$ cat config.mk
export PLATFORM = sky130hd
export DESIGN_NAME = xmodem_checksum_receiver_top
export DESIGN_NICKNAME = d
export VERILOG_FILES = /design/src/xcr_pkg.sv /design/src/xcr_apb_regs.sv /design/src/xcr_engine.sv /design/src/xmodem_checksum_receiver_top.sv
export SDC_FILE = /design/constraint.sdc
export NUM_CORES = 1
export LEC_CHECK = 0
export ABC_AREA = 1
export BUFFER_PORTS_ARGS = -buffer_cell sky130_fd_sc_hd__buf_2
export CORE_MARGIN = 8
export CORE_UTILIZATION = 50
export DETAILED_ROUTE_END_ITERATION = 16
export HOLD_SLACK_MARGIN = 0.05
export PLACE_DENSITY = 0.77
export RECOVER_POWER = 50
export SYNTH_ARGS = -nofsm -noshare
export SYNTH_HDL_FRONTEND = slang
export SYNTH_SLANG_ARGS = --single-unit
$ cat constraint.sdc
create_clock -name clk -period 7.9 [get_ports clk]
set_input_delay 1.58 -clock clk [delete_from_list [all_inputs] [get_ports clk]]
set_output_delay 1.58 -clock clk [all_outputs]
set_load 0.01 [all_outputs]
$ cat src/xcr_pkg.sv
`timescale 1ns / 1ps
`default_nettype none
// ----------------------------------------------------------------------------
// XMODEM checksum receiver package
// Shared types, codes and constants for the XMODEM checksum receiver.
// ----------------------------------------------------------------------------
package xcr_pkg;

  localparam int unsigned IMAGE_BYTES = 65536;
  localparam int unsigned BLOCK_BYTES = 128;
  localparam int unsigned MAX_BLOCKS  = IMAGE_BYTES / BLOCK_BYTES;

  localparam logic [9:0]  BLK_CNT_MAX     = 10'd1023;
  localparam logic [3:0]  RETRY_LIMIT_RST = 4'd9;
  localparam logic [15:0] TIMEOUT_RST     = 16'd10000;

  localparam logic [7:0] CH_SOH = 8'h01;
  localparam logic [7:0] CH_EOT = 8'h04;

  localparam logic [7:0] IDX_NUMBER     = 8'd0;
  localparam logic [7:0] IDX_COMPLEMENT = 8'd1;
  localparam logic [7:0] IDX_DATA_FIRST = 8'd2;
  localparam logic [7:0] IDX_CHECKSUM   = 8'd130;

  localparam logic [1:0] ACT_BYTE  = 2'd0;
  localparam logic [1:0] ACT_TICK  = 2'd1;
  localparam logic [1:0] ACT_START = 2'd2;

  localparam logic [1:0] RPL_NONE = 2'd0;
  localparam logic [1:0] RPL_ACK  = 2'd1;
  localparam logic [1:0] RPL_NAK  = 2'd2;

  localparam logic REG_RETRY_LIMIT = 1'b0;
  localparam logic REG_TIMEOUT     = 1'b1;

  typedef enum logic [1:0] {
    PH_WAIT  = 2'd0,
    PH_BLOCK = 2'd1,
    PH_END   = 2'd2,
    PH_FAIL  = 2'd3
  } phase_t;

  typedef struct packed {
    logic [1:0] action;
    logic [7:0] rx_byte;
  } item_t;

  typedef struct packed {
    logic [3:0]  retry_limit;
    logic [15:0] timeout_ticks;
  } cfg_t;

  typedef struct packed {
    logic [1:0]  reply;
    logic        write_valid;
    logic [15:0] write_addr;
    logic [7:0]  write_data;
    logic        finished;
    logic        give_up;
    logic [9:0]  blocks_received;
  } res_t;

endpackage
`default_nettype wire

$ cat src/xcr_apb_regs.sv
`timescale 1ns / 1ps
`default_nettype none
// ----------------------------------------------------------------------------
// XMODEM receiver configuration registers
// APB-style register file holding the retry limit and the timeout.
// ----------------------------------------------------------------------------
module xcr_apb_regs (
  input  wire logic          clk,
  input  wire logic          rst_n,
  input  wire logic          psel,
  input  wire logic          penable,
  input  wire logic          pwrite,
  input  wire logic [2:0]    paddr,
  input  wire logic [31:0]   pwdata,
  output logic      [31:0]   prdata,
  output logic               pready,
  output xcr_pkg::cfg_t      cfg
);

  logic [3:0]  retry_limit_r;
  logic [3:0]  retry_limit_nxt;
  logic [15:0] timeout_r;
  logic [15:0] timeout_nxt;
  logic        wr_en;

  assign pready = 1'b1;
  assign wr_en  = psel & penable & pwrite;

  always_comb begin
    retry_limit_nxt = retry_limit_r;
    timeout_nxt     = timeout_r;
    prdata          = 32'd0;
    unique case (paddr[2])
      xcr_pkg::REG_RETRY_LIMIT: begin
        prdata = {28'd0, retry_limit_r};
        if (wr_en) begin
          retry_limit_nxt = pwdata[3:0];
        end
      end
      xcr_pkg::REG_TIMEOUT: begin
        prdata = {16'd0, timeout_r};
        if (wr_en) begin
          timeout_nxt = pwdata[15:0];
        end
      end
      default: prdata = 32'd0;
    endcase
  end

  always_ff @(posedge clk) begin
    if (!rst_n) begin
      retry_limit_r <= xcr_pkg::RETRY_LIMIT_RST;
      timeout_r     <= xcr_pkg::TIMEOUT_RST;
    end else begin
      retry_limit_r <= retry_limit_nxt;
      timeout_r     <= timeout_nxt;
    end
  end

  assign cfg.retry_limit   = retry_limit_r;
  assign cfg.timeout_ticks = timeout_r;

endmodule
`default_nettype wire

$ cat src/xcr_engine.sv
`timescale 1ns / 1ps
`default_nettype none
// ----------------------------------------------------------------------------
// XMODEM receiver protocol engine
// Protocol state, block checking and the result of one transaction.
// ----------------------------------------------------------------------------
module xcr_engine (
  input  wire logic          clk,
  input  wire logic          rst_n,
  input  wire logic          fire,
  input  wire xcr_pkg::item_t item,
  input  wire xcr_pkg::cfg_t  cfg,
  output xcr_pkg::res_t      res
);

  xcr_pkg::phase_t phase_r;
  xcr_pkg::phase_t phase_nxt;
  logic [7:0]  byte_index_r;
  logic [7:0]  byte_index_nxt;
  logic [7:0]  number_r;
  logic [7:0]  number_nxt;
  logic [7:0]  complement_r;
  logic [7:0]  complement_nxt;
  logic [7:0]  sum_r;
  logic [7:0]  sum_nxt;
  logic [9:0]  blocks_r;
  logic [9:0]  blocks_nxt;
  logic [3:0]  retries_r;
  logic [3:0]  retries_nxt;
  logic [15:0] ticks_r;
  logic [15:0] ticks_nxt;

  logic        is_byte;
  logic        is_tick;
  logic        is_start;
  logic        active;
  logic [15:0] tick_inc;
  logic        tick_timeout;
  logic        in_data;
  logic        blk_end;
  logic        blk_ok;
  logic        blk_room;
  logic        retry_evt;
  logic        retry_allowed;
  logic [7:0]  data_off;
  logic [16:0] addr;
  logic        write_en;

  assign is_byte  = (item.action == xcr_pkg::ACT_BYTE);
  assign is_tick  = (item.action == xcr_pkg::ACT_TICK);
  assign is_start = (item.action == xcr_pkg::ACT_START);
  assign active   = (phase_r == xcr_pkg::PH_WAIT) || (phase_r == xcr_pkg::PH_BLOCK);

  assign tick_inc     = ticks_r + 16'd1;
  assign tick_timeout = is_tick && active &&
                        ((tick_inc >= cfg.timeout_ticks) || (tick_inc == 16'd0));

  assign in_data = is_byte && (phase_r == xcr_pkg::PH_BLOCK) &&
                   (byte_index_r >= xcr_pkg::IDX_DATA_FIRST) &&
                   (byte_index_r < xcr_pkg::IDX_CHECKSUM);
  assign blk_end = is_byte && (phase_r == xcr_pkg::PH_BLOCK) &&
                   (byte_index_r >= xcr_pkg::IDX_CHECKSUM);

  assign blk_ok   = (item.rx_byte == sum_r) && (number_r == ~complement_r) &&
                    (number_r == (blocks_r[7:0] + 8'd1));
  assign blk_room = ((32'(blocks_r) + 32'd1) <= xcr_pkg::MAX_BLOCKS) &&
                    (blocks_r < xcr_pkg::BLK_CNT_MAX);

  assign retry_evt     = tick_timeout || (blk_end && !blk_ok);
  assign retry_allowed = (retries_r < cfg.retry_limit);

  assign data_off = byte_index_r - xcr_pkg::IDX_DATA_FIRST;
  assign addr     = {blocks_r, data_off[6:0]};
  assign write_en = in_data && (32'(addr) < xcr_pkg::IMAGE_BYTES);

  // Next state.
  always_comb begin
    phase_nxt      = phase_r;
    byte_index_nxt = byte_index_r;
    number_nxt     = number_r;
    complement_nxt = complement_r;
    sum_nxt        = sum_r;
    blocks_nxt     = blocks_r;
    retries_nxt    = retries_r;
    ticks_nxt      = ticks_r;
    if (fire) begin
      if (is_start) begin
        phase_nxt      = xcr_pkg::PH_WAIT;
        byte_index_nxt = 8'd0;
        number_nxt     = 8'd0;
        complement_nxt = 8'd0;
        sum_nxt        = 8'd0;
        blocks_nxt     = 10'd0;
        retries_nxt    = 4'd0;
        ticks_nxt      = 16'd0;
      end else begin
        if (is_tick && active) begin
          ticks_nxt = tick_timeout ? 16'd0 : tick_inc;
        end
        if (is_byte) begin
          unique case (phase_r)
            xcr_pkg::PH_WAIT: begin
              if (item.rx_byte == xcr_pkg::CH_SOH) begin
                byte_index_nxt = 8'd0;
                sum_nxt        = 8'd0;
                phase_nxt      = xcr_pkg::PH_BLOCK;
              end else if (item.rx_byte == xcr_pkg::CH_EOT) begin
                phase_nxt = xcr_pkg::PH_END;
              end
            end
            xcr_pkg::PH_BLOCK: begin
              if (byte_index_r == xcr_pkg::IDX_NUMBER) begin
                number_nxt     = item.rx_byte;
                byte_index_nxt = xcr_pkg::IDX_COMPLEMENT;
              end else if (byte_index_r == xcr_pkg::IDX_COMPLEMENT) begin
                complement_nxt = item.rx_byte;
                byte_index_nxt = xcr_pkg::IDX_DATA_FIRST;
              end else if (in_data) begin
                sum_nxt        = sum_r + item.rx_byte;
                byte_index_nxt = byte_index_r + 8'd1;
              end else begin
                byte_index_nxt = 8'd0;
                phase_nxt      = xcr_pkg::PH_WAIT;
                if (blk_ok && blk_room) begin
                  blocks_nxt  = blocks_r + 10'd1;
                  retries_nxt = 4'd0;
                  ticks_nxt   = 16'd0;
                end
              end
            end
            xcr_pkg::PH_END,
            xcr_pkg::PH_FAIL: begin
              phase_nxt = phase_r;
            end
            default: phase_nxt = phase_r;
          endcase
        end
        if (retry_evt) begin
          if (retry_allowed) begin
            retries_nxt = retries_r + 4'd1;
            phase_nxt   = xcr_pkg::PH_WAIT;
          end else begin
            phase_nxt = xcr_pkg::PH_FAIL;
          end
        end
      end
    end
  end

  // Result of the current transaction.
  always_comb begin
    res                 = '0;
    res.blocks_received = blocks_nxt;
    res.write_valid     = write_en;
    res.write_addr      = write_en ? addr[15:0] : 16'd0;
    res.write_data      = write_en ? item.rx_byte : 8'd0;
    res.give_up         = retry_evt && !retry_allowed;
    res.finished        = is_byte && (phase_r == xcr_pkg::PH_WAIT) &&
                          (item.rx_byte == xcr_pkg::CH_EOT);
    if (is_start) begin
      res.reply = xcr_pkg::RPL_NAK;
    end else if (retry_evt && retry_allowed) begin
      res.reply = xcr_pkg::RPL_NAK;
    end else if (res.finished || (blk_end && blk_ok && blk_room)) begin
      res.reply = xcr_pkg::RPL_ACK;
    end
  end

  always_ff @(posedge clk) begin
    if (!rst_n) begin
      phase_r      <= xcr_pkg::PH_WAIT;
      byte_index_r <= 8'd0;
      number_r     <= 8'd0;
      complement_r <= 8'd0;
      sum_r        <= 8'd0;
      blocks_r     <= 10'd0;
      retries_r    <= 4'd0;
      ticks_r      <= 16'd0;
    end else begin
      phase_r      <= phase_nxt;
      byte_index_r <= byte_index_nxt;
      number_r     <= number_nxt;
      complement_r <= complement_nxt;
      sum_r        <= sum_nxt;
      blocks_r     <= blocks_nxt;
      retries_r    <= retries_nxt;
      ticks_r      <= ticks_nxt;
    end
  end

endmodule
`default_nettype wire

$ cat src/xmodem_checksum_receiver_top.sv
`timescale 1ns / 1ps
`default_nettype none
// ----------------------------------------------------------------------------
// XMODEM checksum receiver
// Receiver for 128-byte XMODEM blocks with an 8-bit additive checksum.
// ----------------------------------------------------------------------------
// Each input transaction (a received byte, a timer tick or a start command)
// yields exactly one result transaction. The block takes one transaction per
// cycle while the result is not stalled. A taken input is held in the input
// register until it fires, when the protocol state is updated in a single step
// and the result register is loaded. While the result is stalled, a waiting
// input holds its register and further input is stalled. The user must write
// configuration through the APB port only while no transaction is in flight;
// the block itself does not enforce this.
module xmodem_checksum_receiver_top (
  input  wire logic        clk,
  input  wire logic        rst_n,
  input  wire logic        in_valid,
  output logic             in_stall,
  input  wire logic [1:0]  in_action,
  input  wire logic [7:0]  in_rx_byte,
  output logic             out_valid,
  input  wire logic        out_stall,
  output logic      [1:0]  out_reply,
  output logic             out_write_valid,
  output logic      [15:0] out_write_addr,
  output logic      [7:0]  out_write_data,
  output logic             out_finished,
  output logic             out_give_up,
  output logic      [9:0]  out_blocks_received,
  input  wire logic        cfg_psel,
  input  wire logic        cfg_penable,
  input  wire logic        cfg_pwrite,
  input  wire logic [2:0]  cfg_paddr,
  input  wire logic [31:0] cfg_pwdata,
  output logic      [31:0] cfg_prdata,
  output logic             cfg_pready
);

  xcr_pkg::cfg_t  cfg;
  xcr_pkg::item_t item_r;
  xcr_pkg::item_t item_nxt;
  logic           item_valid_r;
  logic           item_valid_nxt;
  xcr_pkg::res_t  res;
  xcr_pkg::res_t  res_r;
  xcr_pkg::res_t  res_nxt;
  logic           out_valid_r;
  logic           out_valid_nxt;
  logic           advance;
  logic           fire;
  logic           in_take;

  xcr_apb_regs u_regs (
    .clk     (clk),
    .rst_n   (rst_n),
    .psel    (cfg_psel),
    .penable (cfg_penable),
    .pwrite  (cfg_pwrite),
    .paddr   (cfg_paddr),
    .pwdata  (cfg_pwdata),
    .prdata  (cfg_prdata),
    .pready  (cfg_pready),
    .cfg     (cfg)
  );

  xcr_engine u_engine (
    .clk   (clk),
    .rst_n (rst_n),
    .fire  (fire),
    .item  (item_r),
    .cfg   (cfg),
    .res   (res)
  );

  assign advance  = !out_valid_r || !out_stall;
  assign fire     = item_valid_r && advance;
  assign in_stall = item_valid_r && !advance;
  assign in_take  = in_valid && !in_stall;

  always_comb begin
    item_nxt       = item_r;
    item_valid_nxt = item_valid_r;
    if (in_take) begin
      item_nxt.action  = in_action;
      item_nxt.rx_byte = in_rx_byte;
      item_valid_nxt   = 1'b1;
    end else if (fire) begin
      item_valid_nxt = 1'b0;
    end
  end

  always_comb begin
    res_nxt       = res_r;
    out_valid_nxt = out_valid_r;
    if (fire) begin
      res_nxt       = res;
      out_valid_nxt = 1'b1;
    end else if (!out_stall) begin
      out_valid_nxt = 1'b0;
    end
  end

  always_ff @(posedge clk) begin
    if (!rst_n) begin
      item_valid_r <= 1'b0;
      out_valid_r  <= 1'b0;
    end else begin
      item_valid_r <= item_valid_nxt;
      out_valid_r  <= out_valid_nxt;
    end
  end

  always_ff @(posedge clk) begin
    item_r <= item_nxt;
    res_r  <= res_nxt;
  end

  assign out_valid           = out_valid_r;
  assign out_reply           = res_r.reply;
  assign out_write_valid     = res_r.write_valid;
  assign out_write_addr      = res_r.write_addr;
  assign out_write_data      = res_r.write_data;
  assign out_finished        = res_r.finished;
  assign out_give_up         = res_r.give_up;
  assign out_blocks_received = res_r.blocks_received;

endmodule
`default_nettype wire

==> impl_metrics.py <==
metrics = {
    "pwr": {
        "p_leak_uw": 0.00415,
        "vdd_drop_max_v": 0.000154,
        "powerDensity_nw_per_um2": 188,
    },
    "clock_network": {
        "max-clock-path-buffers": 2,
        "clockRootBuffer": "clkbuf_16",
        "ctsHoldBuffers": 0,
        "cts_tree": "yes",
        "htree_levels": 4,
        "cts.sinks": 135,
        "path_clk_slew_ns": 0.06,
        "clock_latency_ns": 0.43,
        "post_cts_buffers": 0,
        "postCtsResizedCells": 0,
        "cts_buffers": 17,
    },
    "route": {
        "vias": 7238,
        "wl_um": 19400,
        "drc_errors": 0,
        "postRouteAntennaNets": 0,
        "drt_iter0_drc": 676,
        "vias_per_cell": 5.20,
        "drt_first_pass_iters": 5,
        "wl_per_cell_um": 14.0,
    },
    "logic_synthesis": {
        "synth-seq-cells": 135,
        "synth_cells": 1087,
        "synth_area_um2": 7850,
        "ys_async_sr_fraction": 0,
        "synth_warnings": 0,
        "synth_top_cell_area_share": 0.219,
        "ys_top_cells_by_area": "dfxtp_1 22%, edfxtp_1 19%, nand2_1 12%",
        "synth_edf_count": 49,
        "syn_area_per_cell_um2": 7.22,
        "yosys.area.top_type": "dfxtp_1",
        "synth_common_cells": "250 x nand2_1, 156 x inv_1, 112 x nor2_1",
        "yosysMostFrequentCell": "nand2_1",
        "seq_area_frac_synth": 0.407,
        "synth_top_flop_cell": "dfxtp_1",
        "synth_cell_type_count": 43,
    },
    "sta": {
        "max_slew_margin": -0.610,
        "rsz0062_at_grt": "no",
        "period_minus_slack_ns": 4.32,
        "finalSetupViolCount": 0,
        "slew_viol_final": 101,
        "hold_viol_final": 0,
        "hold_ws_ns": 0.471,
        "period_share": 0.547,
        "worst-slew-pin-transition_ns": 2.42,
        "finalClockSkew_ns": 0.0111,
        "tns_ns": 0,
        "fmax_mhz": 231,
        "fin_ws_ns": 3.58,
    },
    "final_layout": {
        "area_growth_pct": 13.5,
        "drive_above_1_share": 0.0915,
        "stdcell_count": 1391,
        "finish.net_count": 1257,
        "diodes": 0,
    },
    "worst_setup_path": {
        "endpoint_kind": "output port",
        "crit_fanout": 22,
        "r2r_setup_slack_ns": 4.54,
        "crit_buf_inv": 2,
        "crit_arrival_ns": 2.74,
        "max_stage_delay_ns": 0.64,
        "slowest_stage": "clkbuf_1",
        "worstSetupPathType": "in -> out",
        "critPathLaunchType": "input pin",
        "cp.required_ns": 6.32,
        "cp_cell_sequence": "clkbuf_1, o21ai_0, buf_2",
        "crit_family": "buffers and inverters",
    },
    "hold_path": {
        "hold_path.class": "reg -> reg",
    },
    "grt": {
        "grt_pass1_wl_um": 32800,
        "grt_use_met1": 0.258,
        "grt_max_degree": 55,
        "grt_use_total": 0.199,
        "grt_use_met3": 0.0507,
        "grt_pass1_vias": 6933,
        "grt_overflow": 0,
        "met2_usage": 0.310,
        "antenna_found_initial": 0,
        "gr-max-usage-layer": "met2",
    },
    "run": {
        "maxCapViolations": 2,
    },
    "placed_design": {
        "place_hpwl_um": 13700,
        "io_buffers": 90,
        "dp_cells": 1359,
        "place.gp.congestion": 0.932,
        "dp_slack_ns": 4.04,
    },
    "floorplanning": {
        "core_um2": 15300,
        "dieHeight_um": 141,
        "io_pins": 126,
        "rows": 45,
        "dieArea_um2": 20000,
        "start_util": 0.514,
        "dieWidth_um": 141,
    },
    "run_status": {
        "violations": "max-capacitance violations, max-slew violations",
        "status": "finished with violations",
    },
}
cell type report:
class	count	area, um2
Fill cell	1407	6350
Multi-Input combinational cell	761	3850
Clock buffer	18	429
Tap cell	211	264
Inverter	160	601
Timing Repair Buffer	92	409
Sequential cell	135	3190
Clock inverter	14	159
stage by stage:
step	power, uW	instance area, um2	utilization
6_report	1670	8910	0.584
5_1_grt	1730	8910	0.584
4_1_cts	1680	8970	0.588
3_5_place_dp	890	8390	0.550
3_3_place_gp	887	8390	0.550
2_1_floorplan	854	7900	-
where the power goes:
| group | internal, uW | switching (uW) | total [uW] |
|---|---|---|---|
| clock network | 492 | 304 | 795 |
| registers | 740 | 11.9 | 752 |
| logic | 37.5 | 85.6 | 123 |
flip-flops by register name, summed over array words and instances (netlist names), 2 cells and up:
register and flops:
u_engine.phase_r 2, item_r 10, u_engine.complement_r 8, out_blocks_received 10
u_regs.retry_limit_r 4, out_reply 2, out_write_addr 16, u_regs.timeout_r 16
u_engine.blocks_r 10, u_engine.sum_r 8, u_engine.byte_index_r 8, u_engine.retries_r 4
u_engine.number_r 8, u_engine.ticks_r 16, out_write_data 8
cell usage in the layout (no fill, tap or decap), types with 2 or more instances in the layout:
cell type / Yosys / layout
a2111oi_0: 2 / 2
a211oi_1: 2 / 2
a21o_1: 2 / 2
a21oi_1: 94 / 94
a31oi_1: 3 / 3
buf_2: 1 / 48
bufinv_16: 0 / 3
clkbuf_1: 25 / 44
clkbuf_16: 0 / 17
clkinv_1: 0 / 2
clkinv_2: 0 / 3
clkinvlp_4: 0 / 5
conb_1: 2 / 17
dfxtp_1: 86 / 86
edfxtp_1: 49 / 49
ha_1: 37 / 37
inv_1: 156 / 157
inv_2: 4 / 3
nand2_1: 250 / 250
nand2_2: 5 / 5
nand2_4: 2 / 2
nand3_1: 76 / 76
nand3_2: 3 / 3
nand3b_1: 3 / 3
nand4_1: 28 / 28
nor2_1: 112 / 114
nor2_2: 6 / 5
nor2_4: 3 / 2
nor3_1: 12 / 12
o21ai_0: 71 / 71
or2_2: 6 / 6
xor2_1: 13 / 13
worst register-to-register path, stage by stage, from the launching register on:
cell	delay, ns
dfxtp_1	0.48
ha_1	0.23
nand3_1	0.14
nor2_1	0.21
nand4_1	0.11
nand2_1	0.15
inv_1	0.06
ha_1	0.29
nand2_1	0.05
inv_1	0.06
nand3_1	0.12
a21oi_1	0.15
nor2_1	0.06
nand2_1	0.06
nor2_1	0.05
nand2_2	0.23
nand2_4	0.16
nand2_4	0.13
nand2_2	0.11
nand3_1	0.11
nor2_1	0.05
nor2_1	0.10
nor2_1	0.05
worst paths after layout:
| kind | startpoint | end | depth (start not counted) |
|---|---|---|---|
| setup / recovery | cfg_paddr[2] | cfg_prdata[3] | 3 |
| hold / removal | u_engine.sum_r[5]$_SDFFE_PN0P_ | u_engine.sum_r[5]$_SDFFE_PN0P_ | 2 |
| hold reg to reg | u_engine.sum_r[5]$_SDFFE_PN0P_ | u_engine.sum_r[5]$_SDFFE_PN0P_ | 2 |
| setup reg to reg | u_engine.ticks_r[0]$_SDFFE_PN0P_ | u_engine.phase_r[0]$_SDFFE_PN0P_ | 22 |
metal layers:
| metal | vias up | part of all wire |
|---|---|---|
| met1 | 3277 | 0.46 |
| met5 | - | 0 |
| met4 | 0 | 0.025 |
| met3 | 41 | 0.065 |
| met2 | 252 | 0.45 |
| li1 | 3668 | - |
cells by family (layout without fill, tap and decap cells):
| group | count (synthesis) | after routing | share of synthesized area |
|---|---|---|---|
| buffers and inverters | 206 | 284 | 0.108 |
| AO/OA/AOI/OAI | 181 | 181 | 0.120 |
| AND/OR/NAND/NOR | 510 | 510 | 0.285 |
| flip-flops | 135 | 135 | 0.407 |
| other | 2 | 17 | 0.000957 |
| adder cells (fa/ha/maj) | 38 | 38 | 0.0616 |
| XOR/XNOR | 15 | 15 | 0.0177 |
Note: power is estimated with default switching activity, not from simulation.
